--- src/hdl/twsm_pkg.sv ---
// Shared types and constants for the three-wire LSB-first serial master.
// No dependencies; imported by the top level, the front end, the queue and the sequencer.
package twsm_pkg;

  localparam int unsigned BYTE_W      = 8;
  localparam int unsigned COUNT_W     = 4;
  localparam int unsigned BIT_STEP_W  = 4;

  localparam logic [COUNT_W-1:0]    MAX_DATA_BYTES = 4'd10;
  localparam logic [BYTE_W-1:0]     KEY_READ_RESET = 8'd66;
  localparam logic [BIT_STEP_W-1:0] LAST_BIT_STEP  = 4'd15;

  typedef enum logic [1:0] {
    MODE_CMD  = 2'd0,
    MODE_DATA = 2'd1,
    MODE_READ = 2'd2
  } mode_t;

  typedef enum logic [1:0] {
    TAIL_NONE,
    TAIL_CLOSE,
    TAIL_RELEASE,
    TAIL_KEY
  } tail_t;

  typedef enum logic [1:0] {
    BK_IDLE,
    BK_HEAD,
    BK_BITS,
    BK_TAIL
  } back_state_t;

  // one word of bus work, as decided by the front
  typedef struct packed {
    logic              has_head;
    logic              head_data;
    logic              shift;
    logic              bits_strobe;
    logic              bits_drive;
    logic [BYTE_W-1:0] byte_val;
    tail_t             tail;
    logic              tail_data;
  } job_t;

  typedef struct packed {
    logic              strobe;
    logic              clock;
    logic              data;
    logic              drive;
    logic [BYTE_W-1:0] key;
    logic              valid;
    logic              last;
  } step_t;

endpackage

--- src/hdl/three_wire_lsb_serial_master.sv ---
// Three-wire LSB-first serial master: each input word yields up to 18 pin-step words.
// Pin steps are paced by the sequencer's step timer and wait while the output is stalled;
// a two-entry job queue keeps the input open while the sequencer plays a job, until the
// queue is full.
// Reset (rst, synchronous): strobe idle high, data line high, key-read command 66, queue empty.
module three_wire_lsb_serial_master #(
  parameter int unsigned HALF_BIT_CYCLES     = 50,
  parameter int unsigned STROBE_SETUP_CYCLES = 50
) (
  input  logic        clk,
  input  logic        rst,
  input  logic        cfg_wen,
  input  logic [7:0]  cfg_wdata,      // key_read_command
  input  logic        s_axis_tvalid,
  output logic        s_axis_tready,
  input  logic [15:0] s_axis_tdata,   // byte_value[7:0], panel_bits[15:8]
  input  logic [1:0]  s_axis_tuser,   // mode
  input  logic        s_axis_tlast,   // end_of_frame
  output logic        m_axis_tvalid,
  input  logic        m_axis_tready,
  output logic [15:0] m_axis_tdata,   // strobe, clock, data, driven, key_code[11:4], zero pad
  output logic        m_axis_tuser,   // key_valid
  output logic        m_axis_tlast    // last_step
);
  import twsm_pkg::*;

  logic  q_push, q_pop, q_full, q_empty;
  job_t  push_job, pop_job;
  step_t step;

  twsm_front u_front (
    .clk       (clk),
    .rst       (rst),
    .cfg_wen   (cfg_wen),
    .cfg_wdata (cfg_wdata),
    .in_valid  (s_axis_tvalid),
    .in_ready  (s_axis_tready),
    .in_mode   (s_axis_tuser),
    .in_byte   (s_axis_tdata[7:0]),
    .in_eof    (s_axis_tlast),
    .in_panel  (s_axis_tdata[15:8]),
    .q_full    (q_full),
    .q_push    (q_push),
    .q_job     (push_job)
  );

  twsm_queue u_queue (
    .clk      (clk),
    .rst      (rst),
    .push     (q_push),
    .push_job (push_job),
    .full     (q_full),
    .pop      (q_pop),
    .empty    (q_empty),
    .pop_job  (pop_job)
  );

  twsm_back #(
    .HALF_BIT_CYCLES     (HALF_BIT_CYCLES),
    .STROBE_SETUP_CYCLES (STROBE_SETUP_CYCLES)
  ) u_back (
    .clk       (clk),
    .rst       (rst),
    .q_empty   (q_empty),
    .q_job     (pop_job),
    .q_pop     (q_pop),
    .out_valid (m_axis_tvalid),
    .out_ready (m_axis_tready),
    .out_step  (step)
  );

  assign m_axis_tdata = {4'b0000, step.key, step.drive, step.data, step.clock, step.strobe};
  assign m_axis_tuser = step.valid;
  assign m_axis_tlast = step.last;

endmodule

--- src/hdl/twsm_front.sv ---
// Front end: accepts words, tracks frame state and builds bus jobs.
// Depends on twsm_pkg.
module twsm_front (
  input  logic                   clk,
  input  logic                   rst,
  input  logic                   cfg_wen,
  input  logic [7:0]             cfg_wdata,
  input  logic                   in_valid,
  output logic                   in_ready,
  input  logic [1:0]             in_mode,
  input  logic [7:0]             in_byte,
  input  logic                   in_eof,
  input  logic [7:0]             in_panel,
  input  logic                   q_full,
  output logic                   q_push,
  output twsm_pkg::job_t         q_job
);
  import twsm_pkg::*;

  logic [BYTE_W-1:0]  key_read_command;
  logic               strobe_state, strobe_state_next;
  logic               frame_reads_keys, frame_reads_keys_next;
  logic [COUNT_W-1:0] frame_byte_count, frame_byte_count_next;
  logic               data_line_state, data_line_state_next;
  logic               accept;
  logic               job_ok;
  job_t               job;

  assign in_ready = !q_full;
  assign accept   = in_valid && in_ready;
  assign q_push   = accept && job_ok;
  assign q_job    = job;

  always_comb begin
    job                   = '0;
    job.tail              = TAIL_NONE;
    job_ok                = 1'b0;
    strobe_state_next     = strobe_state;
    frame_reads_keys_next = frame_reads_keys;
    frame_byte_count_next = frame_byte_count;
    data_line_state_next  = data_line_state;
    unique case (mode_t'(in_mode))
      MODE_CMD: begin
        job_ok                = 1'b1;
        job.has_head          = 1'b1;
        job.head_data         = data_line_state;
        job.shift             = 1'b1;
        job.bits_strobe       = 1'b0;
        job.bits_drive        = 1'b1;
        job.byte_val          = in_byte;
        job.tail_data         = in_byte[BYTE_W-1];
        strobe_state_next     = 1'b0;
        frame_byte_count_next = '0;
        frame_reads_keys_next = (in_byte == key_read_command);
        data_line_state_next  = in_byte[BYTE_W-1];
        if (in_eof) begin
          if (in_byte == key_read_command) begin
            job.tail             = TAIL_RELEASE;
            data_line_state_next = 1'b1;
          end else begin
            job.tail          = TAIL_CLOSE;
            strobe_state_next = 1'b1;
          end
        end
      end
      MODE_DATA: begin
        if (!strobe_state) begin
          job.bits_strobe = 1'b0;
          job.bits_drive  = 1'b1;
          job.byte_val    = in_byte;
          job.tail_data   = data_line_state;
          if (frame_byte_count < MAX_DATA_BYTES) begin
            job_ok                = 1'b1;
            job.shift             = 1'b1;
            job.tail_data         = in_byte[BYTE_W-1];
            frame_byte_count_next = frame_byte_count + 4'd1;
            data_line_state_next  = in_byte[BYTE_W-1];
          end
          if (in_eof) begin
            frame_byte_count_next = '0;
            if (!frame_reads_keys) begin
              job_ok            = 1'b1;
              job.tail          = TAIL_CLOSE;
              strobe_state_next = 1'b1;
            end
          end
        end
      end
      MODE_READ: begin
        job_ok                = 1'b1;
        job.shift             = 1'b1;
        job.bits_strobe       = strobe_state;
        job.bits_drive        = 1'b0;
        job.byte_val          = in_panel;
        job.tail              = TAIL_KEY;
        job.tail_data         = 1'b1;
        strobe_state_next     = 1'b1;
        frame_reads_keys_next = 1'b0;
        frame_byte_count_next = '0;
        data_line_state_next  = 1'b1;
      end
      default: ;
    endcase
  end

  always_ff @(posedge clk) begin
    if (rst) begin
      key_read_command <= KEY_READ_RESET;
      strobe_state     <= 1'b1;
      frame_reads_keys <= 1'b0;
      frame_byte_count <= '0;
      data_line_state  <= 1'b1;
    end else begin
      if (cfg_wen) begin
        key_read_command <= cfg_wdata;
      end
      if (accept) begin
        strobe_state     <= strobe_state_next;
        frame_reads_keys <= frame_reads_keys_next;
        frame_byte_count <= frame_byte_count_next;
        data_line_state  <= data_line_state_next;
      end
    end
  end

endmodule

--- src/hdl/twsm_queue.sv ---
// Two-entry job queue between the front end and the bus sequencer.
// Depends on twsm_pkg.
module twsm_queue (
  input  logic           clk,
  input  logic           rst,
  input  logic           push,
  input  twsm_pkg::job_t push_job,
  output logic           full,
  input  logic           pop,
  output logic           empty,
  output twsm_pkg::job_t pop_job
);
  import twsm_pkg::*;

  job_t       entries [2];
  logic       wr_ptr;
  logic       rd_ptr;
  logic [1:0] fill;

  assign full    = (fill == 2'd2);
  assign empty   = (fill == 2'd0);
  assign pop_job = entries[rd_ptr];

  always_ff @(posedge clk) begin
    if (push) begin
      entries[wr_ptr] <= push_job;
    end
  end

  always_ff @(posedge clk) begin
    if (rst) begin
      wr_ptr <= 1'b0;
      rd_ptr <= 1'b0;
      fill   <= 2'd0;
    end else begin
      if (push) begin
        wr_ptr <= !wr_ptr;
      end
      if (pop) begin
        rd_ptr <= !rd_ptr;
      end
      case ({push, pop})
        2'b10:   fill <= fill + 2'd1;
        2'b01:   fill <= fill - 2'd1;
        default: ;
      endcase
    end
  end

endmodule

--- src/hdl/twsm_back.sv ---
// Bus sequencer: plays one job as timed pin steps into an output register.
// Depends on twsm_pkg.
module twsm_back #(
  parameter int unsigned HALF_BIT_CYCLES     = 50,
  parameter int unsigned STROBE_SETUP_CYCLES = 50
) (
  input  logic           clk,
  input  logic           rst,
  input  logic           q_empty,
  input  twsm_pkg::job_t q_job,
  output logic           q_pop,
  output logic           out_valid,
  input  logic           out_ready,
  output twsm_pkg::step_t out_step
);
  import twsm_pkg::*;

  localparam int unsigned MAX_DELAY =
    (HALF_BIT_CYCLES > STROBE_SETUP_CYCLES) ? HALF_BIT_CYCLES : STROBE_SETUP_CYCLES;
  localparam int unsigned TIMER_W = (MAX_DELAY > 1) ? $clog2(MAX_DELAY) : 1;
  localparam logic [TIMER_W-1:0] BIT_RELOAD    = TIMER_W'(HALF_BIT_CYCLES - 1);
  localparam logic [TIMER_W-1:0] STROBE_RELOAD = TIMER_W'(STROBE_SETUP_CYCLES - 1);

  back_state_t            state, state_next;
  job_t                   job;
  logic [BIT_STEP_W-1:0]  idx;
  logic [TIMER_W-1:0]     timer;
  logic                   out_free;
  logic                   fire;
  step_t                  step;

  assign out_free = !out_valid || out_ready;
  assign q_pop    = (state == BK_IDLE) && !q_empty;
  assign fire     = (state != BK_IDLE) && (timer == '0) && out_free;

  always_comb begin
    state_next = state;
    unique case (state)
      BK_IDLE: begin
        if (!q_empty) begin
          if (q_job.has_head) begin
            state_next = BK_HEAD;
          end else if (q_job.shift) begin
            state_next = BK_BITS;
          end else begin
            state_next = BK_TAIL;
          end
        end
      end
      BK_HEAD: begin
        if (fire) begin
          state_next = job.shift ? BK_BITS : BK_TAIL;
        end
      end
      BK_BITS: begin
        if (fire && idx == LAST_BIT_STEP) begin
          state_next = (job.tail == TAIL_NONE) ? BK_IDLE : BK_TAIL;
        end
      end
      BK_TAIL: begin
        if (fire) begin
          state_next = BK_IDLE;
        end
      end
      default: state_next = BK_IDLE;
    endcase
  end

  always_comb begin
    step = '0;
    unique case (state)
      BK_HEAD: begin
        step.strobe = 1'b0;
        step.clock  = 1'b1;
        step.data   = job.head_data;
        step.drive  = 1'b1;
      end
      BK_BITS: begin
        step.strobe = job.bits_strobe;
        step.clock  = idx[0];
        step.data   = job.byte_val[idx[BIT_STEP_W-1:1]];
        step.drive  = job.bits_drive;
        step.last   = (idx == LAST_BIT_STEP) && (job.tail == TAIL_NONE);
      end
      BK_TAIL: begin
        step.clock = 1'b1;
        step.last  = 1'b1;
        unique case (job.tail)
          TAIL_CLOSE: begin
            step.strobe = 1'b1;
            step.data   = job.tail_data;
            step.drive  = 1'b1;
          end
          TAIL_RELEASE: begin
            step.strobe = 1'b0;
            step.data   = 1'b1;
            step.drive  = 1'b0;
          end
          TAIL_KEY: begin
            step.strobe = 1'b1;
            step.data   = 1'b1;
            step.drive  = 1'b0;
            step.key    = job.byte_val;
            step.valid  = 1'b1;
          end
          default: ;
        endcase
      end
      default: ;
    endcase
  end

  always_ff @(posedge clk) begin
    if (q_pop) begin
      job <= q_job;
    end
    if (fire) begin
      out_step <= step;
    end
  end

  always_ff @(posedge clk) begin
    if (rst) begin
      state     <= BK_IDLE;
      idx       <= '0;
      timer     <= '0;
      out_valid <= 1'b0;
    end else begin
      state <= state_next;
      if (q_pop) begin
        idx <= '0;
      end else if (fire && state == BK_BITS) begin
        idx <= idx + 4'd1;
      end
      if (q_pop || fire) begin
        timer <= (state_next == BK_BITS) ? BIT_RELOAD : STROBE_RELOAD;
      end else if (state != BK_IDLE && timer != '0) begin
        timer <= timer - TIMER_W'(1);
      end
      if (fire) begin
        out_valid <= 1'b1;
      end else if (out_ready) begin
        out_valid <= 1'b0;
      end
    end
  end

endmodule

--- config.mk ---
export PLATFORM = sky130hd
export DESIGN_NAME = three_wire_lsb_serial_master
export DESIGN_NICKNAME = d
export VERILOG_FILES = /design/src/hdl/twsm_pkg.sv /design/src/hdl/three_wire_lsb_serial_master.sv /design/src/hdl/twsm_front.sv /design/src/hdl/twsm_queue.sv /design/src/hdl/twsm_back.sv
export SDC_FILE = /design/constraint.sdc
export NUM_CORES = 1
export LEC_CHECK = 0
export BUFFER_PORTS_ARGS = -buffer_cell sky130_fd_sc_hd__clkbuf_2
export CAP_MARGIN = 15
export CELL_PAD_IN_SITES_DETAIL_PLACEMENT = 1
export CELL_PAD_IN_SITES_GLOBAL_PLACEMENT = 2
export CORE_UTILIZATION = 35
export DETAILED_ROUTE_END_ITERATION = 10
export MAX_ROUTING_LAYER = met4
export PLACE_DENSITY_LB_ADDON = 0.1
export SYNTH_ARGS = -nofsm -noshare
export SYNTH_HDL_FRONTEND = slang
export SYNTH_SLANG_ARGS = --single-unit
--- constraint.sdc ---
create_clock -name clk -period 2.89 [get_ports clk]
set_input_delay 0.578 -clock clk [delete_from_list [all_inputs] [get_ports clk]]
set_output_delay 0.578 -clock clk [all_outputs]
set_load 0.01 [all_outputs]
Word-level counts from Yosys, hierarchy flattened
Memory sizes are Yosys's and may differ from the RTL's. A register that Yosys moved wholly into a read port is not among the register bits.
Index checks and enable logic that the tools add are counted.
- memory bits (writable): 32
- input bits: 32
- bits in registers: 61
- memories kept: 1
- output and inout port bits: 20
- magnitude comparators: 2
- equal/unequal tests: 19
- add/sub/neg operators: 5
- muxes and demuxes: 53
- reduce and logical (&&, ||, !) cells: 40
- memory list (memory ; depth ; bits a word ; read ports ; clocked after Yosys merged registers in ; write ports ; RTL line ; RTL):
    u_queue.entries ; 2 ; 16 ; 1 ; 1 ; 1 ; twsm_queue.sv:15 ; job_t entries [2];
- operators with widths (cell ; count):
    $pmux W14 S3 ; 1
    $mux W1 ; 26
    $mux W2 ; 9
    $eq A2 B2 Y1 const B ; 7
    $mux W14 ; 1
    $mux W4 ; 3
    $mux W6 ; 2
    $pmux W4 S3 ; 1
    $reduce_bool A2 Y1 ; 6
    $reduce_or A2 Y1 ; 5
    $logic_and A1 B1 Y1 ; 9
    $add A4 B1 Y4 const B ; 2
    $eq A2 B1 Y1 const B ; 4
    $eq A8 B8 Y1 ; 1
    $logic_not A2 Y1 ; 4
    $pmux W2 S2 ; 2
    $pmux W2 S4 ; 1
    $pmux W4 S2 ; 1
    $reduce_and A4 Y1 ; 2
    $logic_not A6 Y1 ; 1
    $ne A2 B1 Y1 const B ; 3
    $pmux W1 S2 ; 3
    $pmux W1 S3 ; 2
    $reduce_and A2 Y1 ; 3
    14 further kinds ; 20

Depth between registers and ports, before layout
- depth in word-level cells: 9
- mapped depth: 10

Cells and area by module
Synthesis repeated with hierarchy kept, for this count alone.
- cells, all modules: 348
- area total of the unflattened synthesis: 4245.3 µm²
- modules (own cells, without submodules) (module ; area an instance (µm²) ; sequential area each (µm²) ; cells each ; instances):
    twsm_back ; 1819.2 ; 1131.1 ; 150 ; 1
    twsm_queue ; 1356.3 ; 1061.0 ; 72 ; 1
    twsm_front ; 1036.0 ; 300.3 ; 121 ; 1
    three_wire_lsb_serial_master ; 33.8 ; 0.0 ; 5 ; 1

Least setup slack after synthesis
Ideal clock, no wire load.
- path type: register to register
- start point: reg u_back.timer[0]
- end point: reg u_back.timer[4]
- data required time: 2816 ps
- arrival time: 2886 ps
- library setup time: 74 ps
- cell stages (with the launch flop): 7
- path buffers: 0
- path slack: -71 ps
- clock period less this slack: 2961 ps
- cell sequence: dfxtp_1 inv_1 ha_1 or2b_2 nor4_1 nor2_1 a31oi_1
- word-level cells in the longest chain between the ends: 5
- ends and longest elaborated chain (element ; RTL line ; RTL):
    start: declaration ; twsm_back.sv:27 ; logic [TIMER_W-1:0] timer;
    start signal: assignment ; twsm_back.sv:136 ; timer <= (state_next == BK_BITS) ? BIT_RELOAD : STROBE_RELOAD;
    start signal: assignment ; twsm_back.sv:138 ; timer <= timer - TIMER_W'(1);
    $logic_not A6 Y1 (*) ; twsm_back.sv:34 ; assign fire = (state != BK_IDLE) && (timer == '0) && out_free;
    $logic_and A1 B1 Y1 (*) (2 in series) ; twsm_back.sv:34 ;
    net u_back.fire ; twsm_back.sv:29 ; logic fire;
    $logic_or A1 B1 Y1 (*) ; twsm_back.sv:135 ; if (q_pop || fire) begin
    $mux W6 or $reduce_bool A2 Y1 (tied branches) ; -- ;
The timed path passes the listed nets; every way through them passes the cells marked *. The select of a mux whose other input is x is not followed.
A chain may end at the register's enable or synchronous reset.

Worst setup path after layout
- start point: in s_axis_tuser[0]
- end point: reg u_queue.fill[1]
- word-level cells in the longest chain between the ends: 6
- ends and longest elaborated chain (element ; RTL line ; RTL):
    start: declaration ; three_wire_lsb_serial_master.sv:17 ; input logic [1:0] s_axis_tuser,
    $eq A2 B2 Y1 or $logic_not A2 Y1 (tied branches) ; twsm_front.sv:42 ; unique case (mode_t'(in_mode))
    $reduce_or A2 Y1 (no source line) ; -- ;
    $pmux W1 S2 (*) ; twsm_front.sv:42 ;
    $logic_and A1 B1 Y1 (*) ; twsm_front.sv:31 ; assign q_push = accept && job_ok;
    $eq A2 B1 Y1 or $eq A2 B2 Y1 (tied branches) ; twsm_queue.sv:42 ; case ({push, pop})
    $pmux W2 S2 or $reduce_bool A2 Y1 (tied branches) ; -- ;
    end signal: assignment ; twsm_queue.sv:43 ; 2'b10: fill <= fill + 2'd1;
    end signal: assignment ; twsm_queue.sv:44 ; 2'b01: fill <= fill - 2'd1;
    end: declaration ; twsm_queue.sv:18 ; logic [1:0] fill;
Mark *: on every way between the ends. The rest lies on a longest branch, timed or not.

==> reports/results.txt <==
Status -> finished with violations
Failing checks -> DRC
Post-CTS Resized -> 0
Vias in the first global route -> 3,033
Setup TNS -> 0 ns
Drc violations -> 3
Setup CP Type -> primary input to register
Hold bufs inserted after CTS -> 0
Post-Syn Area -> 4222 um2
Die height -> 111.8 um
Syn_area_per_cell -> 12.27 um2
Ant diodes -> 0
Total GRT Usage -> 16.76%
Multiplexer share of the synthesized area -> 8.180%
First-pass GRT wire length -> 15,410 um
Fin crit share -> 77.74%
CTS Buf Count -> 9
Initial antenna violation count -> 0
Grt total ovfl -> 0
Worst Setup End Kind -> register
Worst skew pair latency -> 0.34 ns
CP Max Fanout -> 6
Yosys warns -> 0
Fmax -> 445.1 MHz
CTS max path bufs -> 2
Worst-path clk slew -> 0.06 ns
Max H-tree Level -> 3
Synth Area in Simple Gates -> 12.98%
Synth Area in XOR/XNOR -> 3.112%
Max VDD drop -> 0.3054 mV
Min Clock Period, post-route -> 2.247 ns
Ys flop type -> edfxtp_1
Final Hold Viols -> 0
CTS Root Cell -> clkbuf_16
Async SR Flop Fraction -> 0%
CTS tree -> done
Row count -> 39
Skew final -> 0.004713 ns
Register area share after synthesis -> 59.04%
Post-synth EDFFs -> 61
Slew Viols, Final -> 0
# nets final -> 446
Syn Inst Count -> 344
Largest net degree at the start of global routing -> 25
Max_cap viols -> 0
Hold Path Class -> primary input to register
Die Wd -> 111.8 um
Number of vias per cell -> 5.152
Layout cell share with drive strength beyond 1 -> 25.12%
Crit start category -> primary input
Clock sinks -> 94
Detailed Routing Iterations Pass 1 -> 7
Post-synthesis adder-cell area fraction -> 2.667%
Initial Util -> 36.50%
Routed wire length per instance -> 16.90 um
Crit-path cells -> clkbuf_2 > ha_1 > or3_1 > a21oi_1 > inv_1 > ha_1 > or3_1 > a21oi_1
Post-synthesis compound-gate area fraction -> 11.41%
Io pins -> 52
Crit path max-delay cell type -> or3_1
Largest family of logic cells by synthesized area -> simple AND/OR/NAND/NOR gates
PortBufs -> 47
Slowest cell delay on critical path -> 0.46 ns
Worst slew margin -> 58.05%
Die area -> 12,500 um2
Core Box Area -> 11,560 um2
Layout area overhead -> 19.00%
Via count -> 2,849
Yosys cell types -> 57
#FFs+latches synth -> 94
RSZ-0062 raised after global routing -> false
Pleak -> 1.918 nW
Remaining antenna violation count -> 0
Final Setup Violations -> 0
Slew @ Worst Pin -> 0.6251 ns
Worst EP required -> 3.16 ns
Post-DP HPWL -> 7034 um
Total Wirelength -> 9343 um
Worst EP arrival -> 2.52 ns
Post-CTS setup buffer count -> 0
1st-iter DRT viols -> 96
Power density over the cells -> 847.4 nW/um2
Global placement routability congestion -> 0.7912
Tot Pwr -> 4.257 mW
## final timing paths
path / from / end / slack [ns] / cells past startpoint
worst max register to register: u_back.timer[0]$_SDFFE_PP0P_ / u_back.idx[3]$_SDFFE_PP0P_ / 0.77 / 6
worst max-delay path: s_axis_tuser[0] / u_queue.fill[1]$_SDFFE_PP0P_ / 0.64 / 8
worst min register to register: u_front.key_read_command[1]$_SDFFE_PP1P_ / u_front.key_read_command[1]$_SDFFE_PP1P_ / 0.51 / 2
worst min-delay path: cfg_wdata[1] / u_front.key_read_command[1]$_SDFFE_PP1P_ / 0.45 / 3
## layer usage
layer / global-route usage (%) / share of wire [%] / vias to the layer above
met5: - / 0 / -
met4: 6.306 / 1.6 / 0
met3: 3.919 / 3.9 / 14
met2: 27.00 / 48 / 72
met1: 20.43 / 47 / 1370
li1: - / - / 1393
## through the flow
| step | instance area [um2] | hold slack [ns] | cells | utilization, % | setup WS, ns |
|---|---|---|---|---|---|
| floorplan | 4239 | 0.4486 | 347 | - | 0.2368 |
| CTS | 5024 | 0.4445 | 553 | 43.44 | 0.6327 |
| global route | 5024 | 0.4821 | 553 | 43.44 | 0.4457 |
| detailed placement | 4702 | 0.4910 | 537 | 40.66 | 0.2795 |
| finish | 5024 | 0.4510 | 553 | 43.44 | 0.6432 |
| global placement | 4702 | 0.4804 | 537 | 40.66 | 0.3009 |
## power by group
part	total [mW]	switching (mW)	internal (mW)
Sequential	1.91	0.150	1.76
Clock	1.26	0.492	0.768
Combinational	1.08	0.625	0.460
## cell families (layout without fill, tap and decap cells)
| family | after synthesis | after routing |
|---|---|---|
| simple gates | 100 | 100 |
| flops | 94 | 94 |
| compound gates | 71 | 71 |
| mux | 30 | 30 |
| buf+inv | 24 | 87 |
| xor+xnor | 15 | 15 |
| fa+ha+maj | 9 | 9 |
| other cells | 1 | 4 |
## Yosys cell counts, drive strengths merged (3+ instances only)
master   n  area (um2)
a21o     4       30.03
a21oi   21       105.1
a22o     8       70.07
a31oi    3       18.77
and2    12       75.07
buf      8       46.29
clkbuf   7       26.28
dfxtp   33       660.6
edfxtp  61        1832
ha       9       112.6
inv      9       33.78
mux2    16       180.2
mux2i   12       120.1
nand2    9       33.78
nand2b   3       18.77
nand3    4       20.02
nor2    29       108.9
nor2b   11       68.82
nor3     5       25.02
nor4     4       25.02
o211ai   3       22.52
o21ai   12       60.05
or3     11       73.82
xnor2    4       35.03
xor2    11       96.34
## flip-flops by register name, summed over array words and instances, names as in the netlist, 2 cells and up, named ones only
name,cells
u_queue.entries,32
u_back.job,15
u_back.out_step,14
u_front.key_read_command,8
u_back.timer,6
u_back.idx,4
u_front.frame_byte_count,4
u_back.state,2
u_queue.fill,2
## cells in the final DEF (no fill, tap or decap), types with 2 or more instances in the layout
| master | synthesis | final |
|---|---|---|
| nor3b_1 | 2 | 2 |
| buf_4 | 4 | 15 |
| or3_1 | 10 | 10 |
| or4_1 | 2 | 2 |
| nor3_1 | 5 | 5 |
| a2111oi_0 | 2 | 2 |
| ha_1 | 9 | 9 |
| a32o_1 | 2 | 2 |
| o21ai_0 | 11 | 11 |
| or2b_2 | 2 | 2 |
| nor2b_1 | 11 | 11 |
| clkbuf_16 | 0 | 10 |
| a22o_1 | 8 | 8 |
| and2_1 | 12 | 12 |
| inv_1 | 9 | 9 |
| edfxtp_1 | 61 | 61 |
| conb_1 | 1 | 4 |
| clkbuf_8 | 0 | 2 |
| mux4_2 | 2 | 2 |
| nor4_1 | 4 | 3 |
| a41oi_1 | 2 | 2 |
| a21oi_1 | 21 | 21 |
| dfxtp_1 | 33 | 33 |
| mux2i_1 | 12 | 12 |
| nand2b_1 | 3 | 3 |
| a31oi_1 | 3 | 3 |
| o211ai_1 | 3 | 3 |
| clkbuf_2 | 0 | 47 |
| nand2_1 | 9 | 9 |
| clkinv_2 | 0 | 2 |
| xor2_1 | 11 | 11 |
| nor2_1 | 29 | 29 |
| mux2_2 | 16 | 16 |
| xnor2_1 | 4 | 4 |
| a21o_1 | 4 | 4 |
| nand3_1 | 4 | 4 |
## area by class of cell
cell class                 instances  area (um2)
sequential                        94        2492
timing repair buffer              62       347.8
inverter                           9       33.78
clock buffer                      13       281.5
multi-input combinational        229        1649
clock inverter                     3       40.04
fill                            1233        6541
tap                              143       178.9
## critical path: cells and delay by family
| family | cells | cell delay (ns) |
|---|---|---|
| AOI/OAI and AO/OA | 2 | 0.37 |
| adders and majority gates | 2 | 0.55 |
| buffers and inverters | 2 | 0.21 |
| and+or+nand+nor | 2 | 0.81 |
Note: power is estimated with default switching activity, not from simulation.
